===== src/design/ilt_pkg.sv =====
`timescale 1ns / 1ps
`default_nettype none

package ilt_pkg;

	// Default sizing
	localparam int ILT_MAX_DEPTH    = 32;
	localparam int ILT_MAX_LINE_LEN = 1024;
	// Leading whitespace counters never go above this, whatever the line length
	localparam int ILT_COUNT_LIMIT  = 1023;

	// Token kinds
	localparam logic [2:0] TK_INDENT  = 3'd0;
	localparam logic [2:0] TK_DEDENT  = 3'd1;
	localparam logic [2:0] TK_NEWLINE = 3'd2;
	localparam logic [2:0] TK_END     = 3'd3;
	localparam logic [2:0] TK_ERROR   = 3'd4;

	// Error codes
	localparam logic [2:0] ERR_NONE     = 3'd0;
	localparam logic [2:0] ERR_MIXED    = 3'd1;
	localparam logic [2:0] ERR_NOT_MULT = 3'd2;
	localparam logic [2:0] ERR_JUMP     = 3'd3;
	localparam logic [2:0] ERR_DEEP     = 3'd4;

	// Characters
	localparam logic [7:0] CH_NUL     = 8'h00;
	localparam logic [7:0] CH_TAB     = 8'h09;
	localparam logic [7:0] CH_NL      = 8'h0A;
	localparam logic [7:0] CH_VT      = 8'h0B;
	localparam logic [7:0] CH_CR      = 8'h0D;
	localparam logic [7:0] CH_SPACE   = 8'h20;
	localparam logic [7:0] CH_COMMENT = 8'h3B;

	typedef enum logic [1:0] {
		STYLE_UNSET,
		STYLE_TABS,
		STYLE_SPACES
	} style_t;

	typedef enum logic [1:0] {
		PH_START,
		PH_LEAD,
		PH_BODY,
		PH_SKIP
	} phase_t;

endpackage

`default_nettype wire


===== src/design/ilt_div.sv =====
`timescale 1ns / 1ps
`default_nettype none

// Restoring divider, one quotient bit per cycle on a single subtractor.
module ilt_div #(
	parameter int W = 10
) (
	input  wire logic         clk,
	input  wire logic         arst_n,
	input  wire logic         start,
	input  wire logic [W-1:0] dividend,
	input  wire logic [W-1:0] divisor,
	output logic              done,
	output logic      [W-1:0] quotient,
	output logic      [W-1:0] remainder
);

	localparam int CW = (W > 1) ? $clog2(W) : 1;

	logic [W-1:0]  rem_q;
	logic [W-1:0]  quo_q;
	logic [W-1:0]  dsr_q;
	logic [CW-1:0] cnt_q;
	logic          busy_q;
	logic          done_q;
	logic [W:0]    partial;
	logic [W:0]    trial;

	assign partial = {rem_q, quo_q[W-1]};
	assign trial   = partial - {1'b0, dsr_q};

	always_ff @(posedge clk or negedge arst_n) begin
		if (!arst_n) begin
			busy_q <= 1'b0;
			done_q <= 1'b0;
			cnt_q  <= '0;
		end else begin
			done_q <= 1'b0;
			if (start) begin
				busy_q <= 1'b1;
				cnt_q  <= '0;
			end else if (busy_q) begin
				cnt_q <= cnt_q + CW'(1);
				if (cnt_q == CW'(W - 1)) begin
					busy_q <= 1'b0;
					done_q <= 1'b1;
				end
			end
		end
	end

	always_ff @(posedge clk) begin
		if (start) begin
			rem_q <= '0;
			quo_q <= dividend;
			dsr_q <= divisor;
		end else if (busy_q) begin
			if (!trial[W]) begin
				rem_q <= trial[W-1:0];
				quo_q <= {quo_q[W-2:0], 1'b1};
			end else begin
				rem_q <= partial[W-1:0];
				quo_q <= {quo_q[W-2:0], 1'b0};
			end
		end
	end

	assign done      = done_q;
	assign quotient  = quo_q;
	assign remainder = rem_q;

endmodule

`default_nettype wire


===== src/design/indent_layout_tokenizer_top.sv =====
`timescale 1ns / 1ps
`default_nettype none

// Channel  Direction  Handshake            Payload
// src      in         src_valid/src_stall  command, source_byte
// tok      out        tok_valid/tok_stall  token_kind, error_code, line_number, last_of_run
//
// An ordinary byte is accepted in S_IDLE and decoded in S_DECODE; src is stalled meanwhile.
// The first content byte of a line adds a compare step in S_JUDGE, and under space style
// first a divide step in S_DIVIDE on the divider, whose width W is the counter width (10 by default).
// The emit sequencer loads each layout token into the output register once that register is free.
// arst_n clears all line, style, depth and halt state at once; no clearing pass.
// tok_stall holds the token register; the sequencer waits, src is stalled until done.
module indent_layout_tokenizer_top
	import ilt_pkg::*;
#(
	parameter int MAX_DEPTH    = ILT_MAX_DEPTH,
	parameter int MAX_LINE_LEN = ILT_MAX_LINE_LEN
) (
	input  wire logic        clk,
	input  wire logic        arst_n,
	input  wire logic        src_valid,
	output logic             src_stall,
	input  wire logic        command,
	input  wire logic [7:0]  source_byte,
	output logic             tok_valid,
	input  wire logic        tok_stall,
	output logic      [2:0]  token_kind,
	output logic      [2:0]  error_code,
	output logic      [15:0] line_number,
	output logic             last_of_run
);

	localparam int COUNT_CAP = (MAX_LINE_LEN - 1 < ILT_COUNT_LIMIT) ?
		(MAX_LINE_LEN - 1) : ILT_COUNT_LIMIT;
	localparam int CNT_W = $clog2(COUNT_CAP + 1);
	localparam int DW    = $clog2(MAX_DEPTH);
	localparam int LW    = ((CNT_W > DW) ? CNT_W : DW) + 1;

	typedef enum logic [3:0] {
		S_IDLE,
		S_DECODE,
		S_DIVIDE,
		S_JUDGE,
		S_INDENT,
		S_DEDENT,
		S_NEWLINE,
		S_END,
		S_ERROR
	} state_t;

	state_t           state_q;
	logic             cmd_q;
	logic [7:0]       byte_q;
	phase_t           phase_q;
	style_t           style_q;
	logic [CNT_W-1:0] sp_q;
	logic [CNT_W-1:0] tb_q;
	logic [CNT_W-1:0] spl_q;
	logic [DW-1:0]    depth_q;
	logic [15:0]      line_q;
	logic             halted_q;
	logic [LW-1:0]    level_q;
	logic [2:0]       err_q;

	logic             tok_valid_q;
	logic [2:0]       tok_kind_q;
	logic [2:0]       tok_err_q;
	logic [15:0]      tok_line_q;
	logic             tok_last_q;

	logic             slot_free;
	logic             emit_want;
	logic             tok_load;
	logic             is_nl, is_sp, is_tab, is_ws, is_comment;
	logic             content_hit;
	logic             mixed;
	style_t           style_nx;
	logic [CNT_W-1:0] spl_nx;
	logic [15:0]      line_inc;
	logic [LW-1:0]    depth_ext;
	logic             div_start;
	logic             div_done;
	logic [CNT_W-1:0] div_quo;
	logic [CNT_W-1:0] div_rem;

	assign src_stall = (state_q != S_IDLE);
	assign slot_free = !tok_valid_q || !tok_stall;
	assign emit_want = (state_q == S_INDENT) || (state_q == S_DEDENT) ||
		(state_q == S_NEWLINE) || (state_q == S_END) || (state_q == S_ERROR);
	assign tok_load  = emit_want && slot_free;

	assign is_nl      = (byte_q == CH_NL);
	assign is_sp      = (byte_q == CH_SPACE);
	assign is_tab     = (byte_q == CH_TAB);
	assign is_ws      = (byte_q >= CH_VT) && (byte_q <= CH_CR);
	assign is_comment = (byte_q == CH_COMMENT) || (byte_q == CH_NUL);
	assign mixed      = (sp_q != '0) && (tb_q != '0);
	assign line_inc   = (line_q == 16'hFFFF) ? line_q : line_q + 16'd1;
	assign depth_ext  = LW'(depth_q);

	// First content byte of a line in leading whitespace
	assign content_hit = (state_q == S_DECODE) && !halted_q && !cmd_q && !is_nl &&
		((phase_q == PH_START) || (phase_q == PH_LEAD)) &&
		!is_sp && !is_tab && !is_ws && !is_comment;

	// The first purely indented line fixes the style
	always_comb begin
		style_nx = style_q;
		spl_nx   = spl_q;
		if ((style_q == STYLE_UNSET) && ((sp_q != '0) != (tb_q != '0))) begin
			if (sp_q != '0) begin
				style_nx = STYLE_SPACES;
				spl_nx   = sp_q;
			end else begin
				style_nx = STYLE_TABS;
			end
		end
	end

	assign div_start = content_hit && !mixed && (style_nx == STYLE_SPACES) && (spl_nx != '0);

	ilt_div #(
		.W(CNT_W)
	) u_div (
		.clk      (clk),
		.arst_n   (arst_n),
		.start    (div_start),
		.dividend (sp_q),
		.divisor  (spl_nx),
		.done     (div_done),
		.quotient (div_quo),
		.remainder(div_rem)
	);

	always_ff @(posedge clk or negedge arst_n) begin
		if (!arst_n) begin
			state_q     <= S_IDLE;
			cmd_q       <= 1'b0;
			byte_q      <= '0;
			phase_q     <= PH_START;
			style_q     <= STYLE_UNSET;
			sp_q        <= '0;
			tb_q        <= '0;
			spl_q       <= '0;
			depth_q     <= '0;
			line_q      <= 16'd1;
			halted_q    <= 1'b0;
			level_q     <= '0;
			err_q       <= ERR_NONE;
			tok_valid_q <= 1'b0;
			tok_kind_q  <= TK_INDENT;
			tok_err_q   <= ERR_NONE;
			tok_line_q  <= 16'd1;
			tok_last_q  <= 1'b0;
		end else begin
			tok_valid_q <= tok_load || (tok_valid_q && tok_stall);
			if (tok_load) begin
				tok_line_q <= line_q;
			end
			unique case (state_q)
				S_IDLE: begin
					if (src_valid) begin
						cmd_q   <= command;
						byte_q  <= source_byte;
						state_q <= S_DECODE;
					end
				end
				S_DECODE: begin
					priority if (halted_q) begin
						state_q <= S_IDLE;
					end else if (cmd_q) begin
						if (phase_q == PH_BODY) begin
							state_q <= S_NEWLINE;
						end else begin
							if (phase_q != PH_START) begin
								line_q <= line_inc;
							end
							state_q <= S_END;
						end
					end else if (is_nl) begin
						if (phase_q == PH_BODY) begin
							state_q <= S_NEWLINE;
						end else begin
							line_q  <= line_inc;
							sp_q    <= '0;
							tb_q    <= '0;
							phase_q <= PH_START;
							state_q <= S_IDLE;
						end
					end else if ((phase_q == PH_BODY) || (phase_q == PH_SKIP)) begin
						state_q <= S_IDLE;
					end else if (is_sp) begin
						if (sp_q != CNT_W'(COUNT_CAP)) begin
							sp_q <= sp_q + CNT_W'(1);
						end
						phase_q <= PH_LEAD;
						state_q <= S_IDLE;
					end else if (is_tab) begin
						if (tb_q != CNT_W'(COUNT_CAP)) begin
							tb_q <= tb_q + CNT_W'(1);
						end
						phase_q <= PH_LEAD;
						state_q <= S_IDLE;
					end else if (is_ws) begin
						phase_q <= PH_LEAD;
						state_q <= S_IDLE;
					end else if (is_comment) begin
						phase_q <= PH_SKIP;
						state_q <= S_IDLE;
					end else begin
						phase_q <= PH_BODY;
						style_q <= style_nx;
						spl_q   <= spl_nx;
						if (mixed) begin
							err_q   <= ERR_MIXED;
							state_q <= S_ERROR;
						end else if (style_nx == STYLE_SPACES) begin
							if (spl_nx == '0) begin
								err_q   <= ERR_NOT_MULT;
								state_q <= S_ERROR;
							end else begin
								state_q <= S_DIVIDE;
							end
						end else begin
							level_q <= LW'(tb_q);
							state_q <= S_JUDGE;
						end
					end
				end
				S_DIVIDE: begin
					if (div_done) begin
						if (div_rem != '0) begin
							err_q   <= ERR_NOT_MULT;
							state_q <= S_ERROR;
						end else begin
							level_q <= LW'(div_quo);
							state_q <= S_JUDGE;
						end
					end
				end
				S_JUDGE: begin
					priority if (level_q > depth_ext) begin
						if (level_q != depth_ext + LW'(1)) begin
							err_q   <= ERR_JUMP;
							state_q <= S_ERROR;
						end else if (depth_q == DW'(MAX_DEPTH - 1)) begin
							err_q   <= ERR_DEEP;
							state_q <= S_ERROR;
						end else begin
							state_q <= S_INDENT;
						end
					end else if (level_q < depth_ext) begin
						state_q <= S_DEDENT;
					end else begin
						state_q <= S_IDLE;
					end
				end
				S_INDENT: begin
					if (slot_free) begin
						tok_kind_q <= TK_INDENT;
						tok_err_q  <= ERR_NONE;
						tok_last_q <= 1'b1;
						depth_q    <= depth_q + DW'(1);
						state_q    <= S_IDLE;
					end
				end
				S_DEDENT: begin
					if (slot_free) begin
						tok_kind_q <= TK_DEDENT;
						tok_err_q  <= ERR_NONE;
						tok_last_q <= (depth_ext - LW'(1) == level_q);
						depth_q    <= depth_q - DW'(1);
						if (depth_ext - LW'(1) == level_q) begin
							state_q <= S_IDLE;
						end
					end
				end
				S_NEWLINE: begin
					if (slot_free) begin
						tok_kind_q <= TK_NEWLINE;
						tok_err_q  <= ERR_NONE;
						tok_last_q <= !cmd_q;
						line_q     <= line_inc;
						sp_q       <= '0;
						tb_q       <= '0;
						phase_q    <= PH_START;
						state_q    <= cmd_q ? S_END : S_IDLE;
					end
				end
				S_END: begin
					if (slot_free) begin
						tok_kind_q <= TK_END;
						tok_err_q  <= ERR_NONE;
						tok_last_q <= 1'b1;
						phase_q    <= PH_START;
						style_q    <= STYLE_UNSET;
						sp_q       <= '0;
						tb_q       <= '0;
						spl_q      <= '0;
						depth_q    <= '0;
						line_q     <= 16'd1;
						state_q    <= S_IDLE;
					end
				end
				S_ERROR: begin
					if (slot_free) begin
						tok_kind_q <= TK_ERROR;
						tok_err_q  <= err_q;
						tok_last_q <= 1'b1;
						halted_q   <= 1'b1;
						state_q    <= S_IDLE;
					end
				end
				default: begin
					state_q <= S_IDLE;
				end
			endcase
		end
	end

	assign tok_valid   = tok_valid_q;
	assign token_kind  = tok_kind_q;
	assign error_code  = tok_err_q;
	assign line_number = tok_line_q;
	assign last_of_run = tok_last_q;

	a_no_token_when_halted: assert property (@(posedge clk) disable iff (!arst_n)
		halted_q |-> !tok_load)
		else $error("token emitted after error halt");

	a_dedent_below_depth: assert property (@(posedge clk) disable iff (!arst_n)
		(state_q == S_DEDENT) |-> (level_q < depth_ext))
		else $error("dedent run past target level");

	a_space_style_has_width: assert property (@(posedge clk) disable iff (!arst_n)
		(style_q == STYLE_SPACES) |-> (spl_q != '0))
		else $error("space style without spaces per level");

	a_depth_in_range: assert property (@(posedge clk) disable iff (!arst_n)
		32'(depth_q) < MAX_DEPTH)
		else $error("indent depth out of range");

	a_divider_only_when_waiting: assert property (@(posedge clk) disable iff (!arst_n)
		div_done |-> (state_q == S_DIVIDE))
		else $error("divider result with no line waiting on it");

endmodule

`default_nettype wire


===== config.mk =====
export PLATFORM = sky130hd
export DESIGN_NAME = indent_layout_tokenizer_top
export DESIGN_NICKNAME = d
export VERILOG_FILES = /design/src/design/ilt_pkg.sv /design/src/design/ilt_div.sv /design/src/design/indent_layout_tokenizer_top.sv
export SDC_FILE = /design/constraint.sdc
export NUM_CORES = 1
export LEC_CHECK = 0
export BUFFER_PORTS_ARGS = -buffer_cell sky130_fd_sc_hd__buf_2
export CELL_PAD_IN_SITES_DETAIL_PLACEMENT = 0
export CELL_PAD_IN_SITES_GLOBAL_PLACEMENT = 1
export CORE_MARGIN = 2
export CORE_UTILIZATION = 49
export DETAILED_ROUTE_END_ITERATION = 7
export PLACE_DENSITY_LB_ADDON = 0.25
export SYNTH_ARGS = -nofsm -noshare
export SYNTH_HDL_FRONTEND = slang
export SYNTH_SLANG_ARGS = --single-unit

===== constraint.sdc =====
create_clock -name clk -period 4.6 [get_ports clk]
set_input_delay 0.46 -clock clk [delete_from_list [all_inputs] [get_ports clk]]
set_output_delay 0.46 -clock clk [all_outputs]
set_load 0.05 [all_outputs]

==> results of run 1 <==
[registers in the layout, indices dropped and copies added, names as in the netlist, 3 cells and up]
register / flops
error_code: 3
u_div.quotient: 10
err_q: 3
line_number: 16
byte_q: 8
u_div.remainder: 10
depth_q: 5
line_q: 16
level_q: 10
u_div.cnt_q: 4
u_div.dsr_q: 10
state_q: 4
sp_q: 10
tb_q: 10
token_kind: 3
spl_q: 10
[area by class of cell]
type | instances | area share [%]
Sequential cell | 142 | 40.0
Clock buffer | 18 | 4.87
Clock inverter | 14 | 1.98
Tap cell | 216 | 3.00
Inverter | 34 | 1.41
Timing Repair Buffer | 45 | 2.75
Multi-Input combinational cell | 640 | 46.0
[worst paths after layout]
kind                                                start                          end  slack, ns  cells past startpoint
min in group clk                           source_byte[3]        byte_q[3]$_DFFE_PN0P_       0.26                      2
worst max-delay path                  sp_q[5]$_DFFE_PN0P_  u_div.quotient[7]$_DFFE_PP_       0.77                      8
worst min-delay path                               arst_n          tb_q[3]$_DFFE_PN0P_       0.17                      1
worst min register to register  token_kind[0]$_DFFE_PN0P_    token_kind[0]$_DFFE_PN0P_       0.49                      2
max in group asynchronous                          arst_n   line_number[0]$_DFFE_PN1P_       3.35                      2
worst max register to register        sp_q[5]$_DFFE_PN0P_  u_div.quotient[7]$_DFFE_PP_       0.77                      8
[worst reg2reg max path: stages, from the launching register on]
cell and delay (ns):
dfrtp_1 0.47, nor4_2 0.46, nand3_1 0.23, ha_1 0.37, nor3b_2 0.46, nor2_1 0.11, o22a_1 0.30, or4_4 0.69
nand2_1 0.40
[Yosys cell counts, types with 5 or more instances]
master | instances | share of area [%]
a21o_1 | 5 | 0.47
a21oi_1 | 31 | 1.9
a22o_1 | 14 | 1.5
a31oi_1 | 13 | 1.0
and2_1 | 7 | 0.55
and3_1 | 18 | 1.4
buf_2 | 11 | 0.69
clkbuf_1 | 20 | 0.94
dfrtp_1 | 110 | 34
dfxtp_1 | 10 | 2.5
edfxtp_1 | 20 | 7.5
ha_1 | 29 | 4.5
inv_1 | 34 | 1.6
mux2_2 | 30 | 4.2
mux2i_1 | 18 | 2.2
nand2_1 | 100 | 4.7
nand2b_1 | 17 | 1.3
nand3_1 | 36 | 2.2
nand4_1 | 8 | 0.62
nor2_1 | 69 | 3.2
nor2b_1 | 9 | 0.70
nor3_1 | 15 | 0.94
nor4_1 | 14 | 1.1
o21ai_0 | 77 | 4.8
o31ai_1 | 19 | 1.8
xnor2_1 | 17 | 1.9
xor2_1 | 10 | 1.1
[layout by cell type, fill, tap and decap left out, drive strengths merged, types with 16 or more instances in the layout]
master,synthesis,routed
a21oi,31,31
and3,18,18
buf,14,45
clkbuf,21,18
dfrtp,110,110
edfxtp,20,20
ha,29,29
inv,34,40
mux2,31,31
mux2i,18,18
nand2,100,100
nand2b,17,17
nand3,36,36
nor2,69,69
nor3,17,17
nor4,16,16
o21ai,81,81
o31ai,19,19
xnor2,17,17
[per-layer routing]
layer  GRT usage (%)  part of all wire [%]
met5               0                     0
met4            8.64                   2.5
met3            5.19                   5.1
met2            36.0                    46
met1            32.6                    47
[per-stage QoR]
step	setup WS [ns]	hold slack (ns)	instance area (sq um)	power [mW]	util (%)
2_1_floorplan	0.977	0.164	8030	2.80	-
3_3_place_gp	0.912	0.459	8410	3.14	52.7
3_5_place_dp	0.798	0.468	8410	3.16	52.7
4_1_cts	0.787	0.213	9020	4.62	56.6
5_1_grt	0.442	0.262	9020	4.85	56.6
6_report	0.770	0.174	9020	4.60	56.6
[power breakdown]
| part | leakage, nW | total [mW] | internal [mW] | switching [mW] |
|---|---|---|---|---|
| Sequential | 1.69 | 1.71 | 1.45 | 0.252 |
| Combinational | 2.07 | 1.44 | 0.538 | 0.905 |
| Clock | 0.303 | 1.45 | 0.877 | 0.573 |
[logic make-up (layout without fill, tap and decap cells)]
family | Yosys count | after routing
AND/OR/NAND/NOR | 327 | 327
flip-flops | 142 | 142
AO/OA/AOI/OAI | 206 | 206
buffers and inverters | 69 | 111
XOR/XNOR | 27 | 27
multiplexers | 49 | 49
adder cells (fa/ha/maj) | 31 | 31
==> results.tsv, run 1 <==
metric	value	unit
outcome	finished, final reports clean	
Crit Path Class	flip-flop to flip-flop	
number of synthesized flops with an enable pin	20	
Max Fclk	0.261	GHz
CTS resizes	0	
initial antenna violation count	0	
GRT Residual Overflow	0	
Post-Synth XOR/XNOR Area	2.95	%
Starting Density	50.4	%
max_slew headroom	36.6	%
Compound-Gate Fraction of Synth Area	16.5	%
die width	132	um
syn nets	895	
Synth-to-Final Area Change	12.4	%
clock-pin slew on the worst setup and hold paths	0.06	ns
TritonCTS clock tree	done	
number of distinct library cells after synthesis	74	
Root Driver	clkbuf_16	
gr usage total	23.4	%
fin crit period	3.83	ns
Worst path max stage delay	0.69	ns
multiplexer area fraction after synthesis	6.59	%
full die area	0.0174	sq mm
VDD IR max	393	uV
I/O Buffers	37	
YS warnings	0	
Tightest Hold Check Type	primary input to async pin	
post-route ant nets	0	
Worst EP arrival	3.91	ns
skew final	0.0108	ns
dominant combinational cell family by area after synthesis	simple AND/OR/NAND/NOR gates	
max-capacitance violation count	0	
commonest register cell after synthesis	dfrtp_1	
Post-Route WL	20000	um
# diodes	0	
WP data required	4.68	ns
via/cell ratio	5.93	
maximum number of pins on one net before global-route repair	73	
DP Wirelength	14300	um
Critical Path Source Type	flip-flop	
CP cell instances	nor4_2 -> nand3_1 -> ha_1 -> nor3b_2 -> nor2_1 -> o22a_1 -> or4_4 -> nand2_1	
DRT iter0 DRCs	565	
Inserted Clock Buffers	17	
RSZ-0062 raised after global routing	false	
Max stage delay cell, worst path	or4_4	
clk_lat worst skew	0.43	ns
Hold Fails Final Rpt	0	
share of layout cells above drive strength 1	14.8	%
Clock Sink Count	142	
core area	0.0159	sq mm
Post-CTS Setup Repair Bufs	0	
delay-heaviest family, CP	simple AND/OR/NAND/NOR gates	
global-route wire length before repair	32700	um
IO Count	38	
Netlist Area Pre-Place	0.00803	sq mm
Power Density	510	mW/mm^2
WL/cell	18.0	um
Mapped Avg Cell Area	9.43	sq um
iteration count of the initial detailed-routing pass	5	
vias in the first global route	6214	
Placer Congestion	0.874	
Seq/Total Area, Yosys	44.9	%
htree depth	4	
P_leak	4.06	nW
# setup viols final	0	
critical path fanouts, max	23	
share of flip-flops with an asynchronous set or reset	78.9	%
FILL cells	1430	
routed via count	6572	
register area	0.00361	sq mm
Die H	132	um
row count	46	
Longest Clk Path Bufs	2	
slew of the pin with the lowest slew margin	0.948	ns
post-synthesis instance total	851	
Synth Area in Simple Gates	20.6	%
Post-Layout Cell Count	1109	
Hold-fix buffers, CTS	0	
final worst-path cycle share	83.3	%
WP buf/inv	0	
post-synthesis adder-cell area fraction	5.02	%
Worst setup EP type	flip-flop	
setup TNS	0	ns
Placed Instances	1077	
area occupied by multi-input gates	0.00415	sq mm
residual DRC count	0	
fin nets	924	
max-slew violations	0	
register bit total from synthesis	142	
(Power assumes the default switching activity.)
==> run 2: changes to the inputs <==
- CORE_UTILIZATION: 49 -> 44
- clock period: 4.6 -> 3.28 ns (I/O delays scaled with it)
==> run 2 against run 1 <==
Compared with the run above:
- clock skew is 0.0021 ns higher
- wire length grew 2.4%
- register-to-register slack worse by 0.54 ns
- clock-buffer cell count is 1 higher
- cell count increased by 3.7%
- power grew 42%
- utilization is 4.6 points lower
- first-iteration DRC count fell by 2.8%
- via count rose by 1.3%
==> results.tsv, run 2 (same netlist as run 1, synthesis figures left out) <==
metric	value	unit	change
FF-to-FF End	u_div.remainder[4]$_SDFFE_PP0P_		
I/O Buffers	37		unchanged
Synth-to-Final Area Change	16.0	%	
Clock Sink Count	142		unchanged
setup TNS	0	ns	unchanged
vias in the first global route	6544		+5.3%
sequential power share	36.3	%	-0.8 points
Power Density	701	mW/mm^2	+37%
Worst path max stage delay	0.63	ns	-0.06 ns
sw power	2.42	mW	+40%
Crit Path Class	flip-flop to flip-flop		
global-route wire length before repair	34100	um	+4.5%
final worst-path cycle share	93.1	%	+9.9 points
VDD IR max	656	uV	+67%
most common cell after layout, fill and taps aside	dfrtp_1		
Int Pwr	4.11	mW	+43%
Starting Density	44.8	%	-5.5 points
Worst EP arrival	3.33	ns	-0.58 ns
# diodes	0		unchanged
DRT iter0 DRCs	549		-2.8%
share of layout cells above drive strength 1	17.6	%	+2.8 points
clock-pin slew on the worst setup and hold paths	0.07	ns	about the same
Critical Path Source Type	flip-flop		
worst-case reg-to-reg path depth	10		+2
via/cell ratio	5.79		-2.3%
iteration count of the initial detailed-routing pass	6		+1
clock power share	30.7	%	-0.8 points
Post-Route WL	20500	um	+2.4%
Max Fclk	0.327	GHz	+25%
critical path fanouts, max	12		-48%
# setup viols final	0		unchanged
outcome	finished, final reports clean		
Final Core Density	52.0	%	-4.6 points
combinational fraction of design power	33.0	%	+1.6 points
Inserted Clock Buffers	17		unchanged
CP cell instances	nor4_4 -> nand3_2 -> ha_1 -> nor3b_4 -> nor2_1 -> o22a_1 -> or4_4 -> buf_4 -> o21ai_0 -> a21oi_1		
P_leak	4.22	nW	+3.9%
routed via count	6659		+1.3%
reg2reg setup slack	0.23	ns	-0.54 ns
Hold Fails Final Rpt	0		unchanged
slew of the pin with the lowest slew margin	0.923	ns	-0.0249 ns
Max stage delay cell, worst path	or4_4		
WP data required	3.55	ns	-1.13 ns
Sw Share	37.1	%	-0.52 points
post-route ant nets	0		unchanged
htree depth	4		unchanged
RSZ-0062 raised after global routing	false		
WL/cell	17.8	um	-1.2%
row count	49		+6.5%
TritonCTS clock tree	done		
fin nets	952		+3.0%
DP Wirelength	14800	um	+3.8%
CP Launch Point	sp_q[2]$_DFFE_PN0P_		
Root Driver	clkbuf_16		
die width	139	um	+5.4%
Hold Crit Depth	2		
residual DRC count	0		unchanged
max-slew violations	0		unchanged
fin crit period	3.05	ns	-0.775 ns
max_slew headroom	38.3	%	+1.7 points
maximum number of pins on one net before global-route repair	68		-6.8%
GRT Residual Overflow	0		unchanged
Tightest Hold Check Type	primary input to flip-flop		
full die area	0.0193	sq mm	+11%
max-capacitance violation count	0		unchanged
Worst setup EP type	flip-flop		
skew final	0.0129	ns	+0.00213 ns
Reg2Reg Launch Point	sp_q[2]$_DFFE_PN0P_		
Placer Congestion	0.893		+2.2%
Design Power	6.53	mW	+42%
CP endpoint	u_div.remainder[4]$_SDFFE_PP0P_		
IO Count	38		unchanged
gr usage total	22.0	%	-1.4 points
clk_lat worst skew	0.43	ns	about the same
core area	0.0179	sq mm	+12%
initial antenna violation count	0		unchanged
Longest Clk Path Bufs	2		unchanged
Die H	139	um	+5.4%
most frequent cells in the layout	dfrtp_1, nand2_1, o21ai_0, nor2_1, buf_2		
==> run 2: cell count changes in the layout (fill, tap and decap cells not counted), sizes merged <==
cell,delta
buf,+27
clkbuf,+1
clkinv,+2
clkinvlp,+1
dlygate4sd3,+1
inv,-4
==> run 2: final cells by class <==
cell class	instances	area, sq um
clock buffers	19	443
clock inverters	13	165
fillers	1642	8590
inverters	34	128
multi-input cells	640	4200
flip-flops and latches	142	3610
well taps	229	287
repair buffers	73	485
==> run 2: repair_timing <==
| item | CTS | global route |
|---|---|---|
| hold endpoints to repair | 45 | 0 |
| hold buffers | 1 | 0 |
| buffers inserted | 0 | 1 |
| endpoints found under the setup margin | 0 | 41 |
| resized for setup | 0 | 6 |
==> run 2: metrics by stage <==
step / std cells / area [sq um] / hold slack [ns] / setup WS (ns)
floorplan: 851 / 8040 / 0.0324 / 0.101
global placement: 1116 / 8650 / 0.381 / 0.180
detailed placement: 1116 / 8650 / 0.394 / 0.0785
CTS: 1149 / 9270 / 0.108 / 0.0412
global route: 1150 / 9310 / 0.115 / 0.00549
finish: 1150 / 9310 / 0.126 / 0.225
==> run 2: worst max-delay path: cells and delay by family (launching register included) <==
kind / cells / cell delay [ns]
flip-flops: 1 / 0.47
adder cells (fa/ha/maj): 1 / 0.34
buffers and inverters: 1 / 0.22
AND/OR/NAND/NOR: 5 / 1.53
AO/OA/AOI/OAI: 3 / 0.35
==> run 2: per-layer routing <==
layer / share of wire [%] / GRT usage [%] / vias up
met3: 4.4 / 4.45 / 27
met1: 47 / 30.9 / 3273
met4: 1.9 / 7.55 / 0
li1: - / - / 3190
met2: 47 / 34.2 / 169
met5: 0 / 0 / -
==> run 2: worst min-delay path by stage <==
stage,start,endpoint,slack (ns)
floorplan,arst_n,byte_q[0]$_DFFE_PN0P_,0.03
global placement,arst_n,spl_q[0]$_DFFE_PN0P_,0.38
detailed placement,arst_n,sp_q[0]$_DFFE_PN0P_,0.39
CTS,source_byte[5],byte_q[5]$_DFFE_PN0P_,0.11
global route,source_byte[0],byte_q[0]$_DFFE_PN0P_,0.11
finish,source_byte[5],byte_q[5]$_DFFE_PN0P_,0.13
==> run 2: power groups by stage <==
| stage | registers, mW | logic (mW) | clock network, mW |
|---|---|---|---|
| 3_5_place_dp | 2.40 | 2.16 | 0 |
| 2_1_floorplan | 2.46 | 1.48 | 0 |
| 5_1_grt | 2.42 | 2.39 | 2.14 |
| 4_1_cts | 2.37 | 2.17 | 2.04 |
| 6_report | 2.37 | 2.16 | 2.00 |
| 3_3_place_gp | 2.38 | 2.12 | 0 |
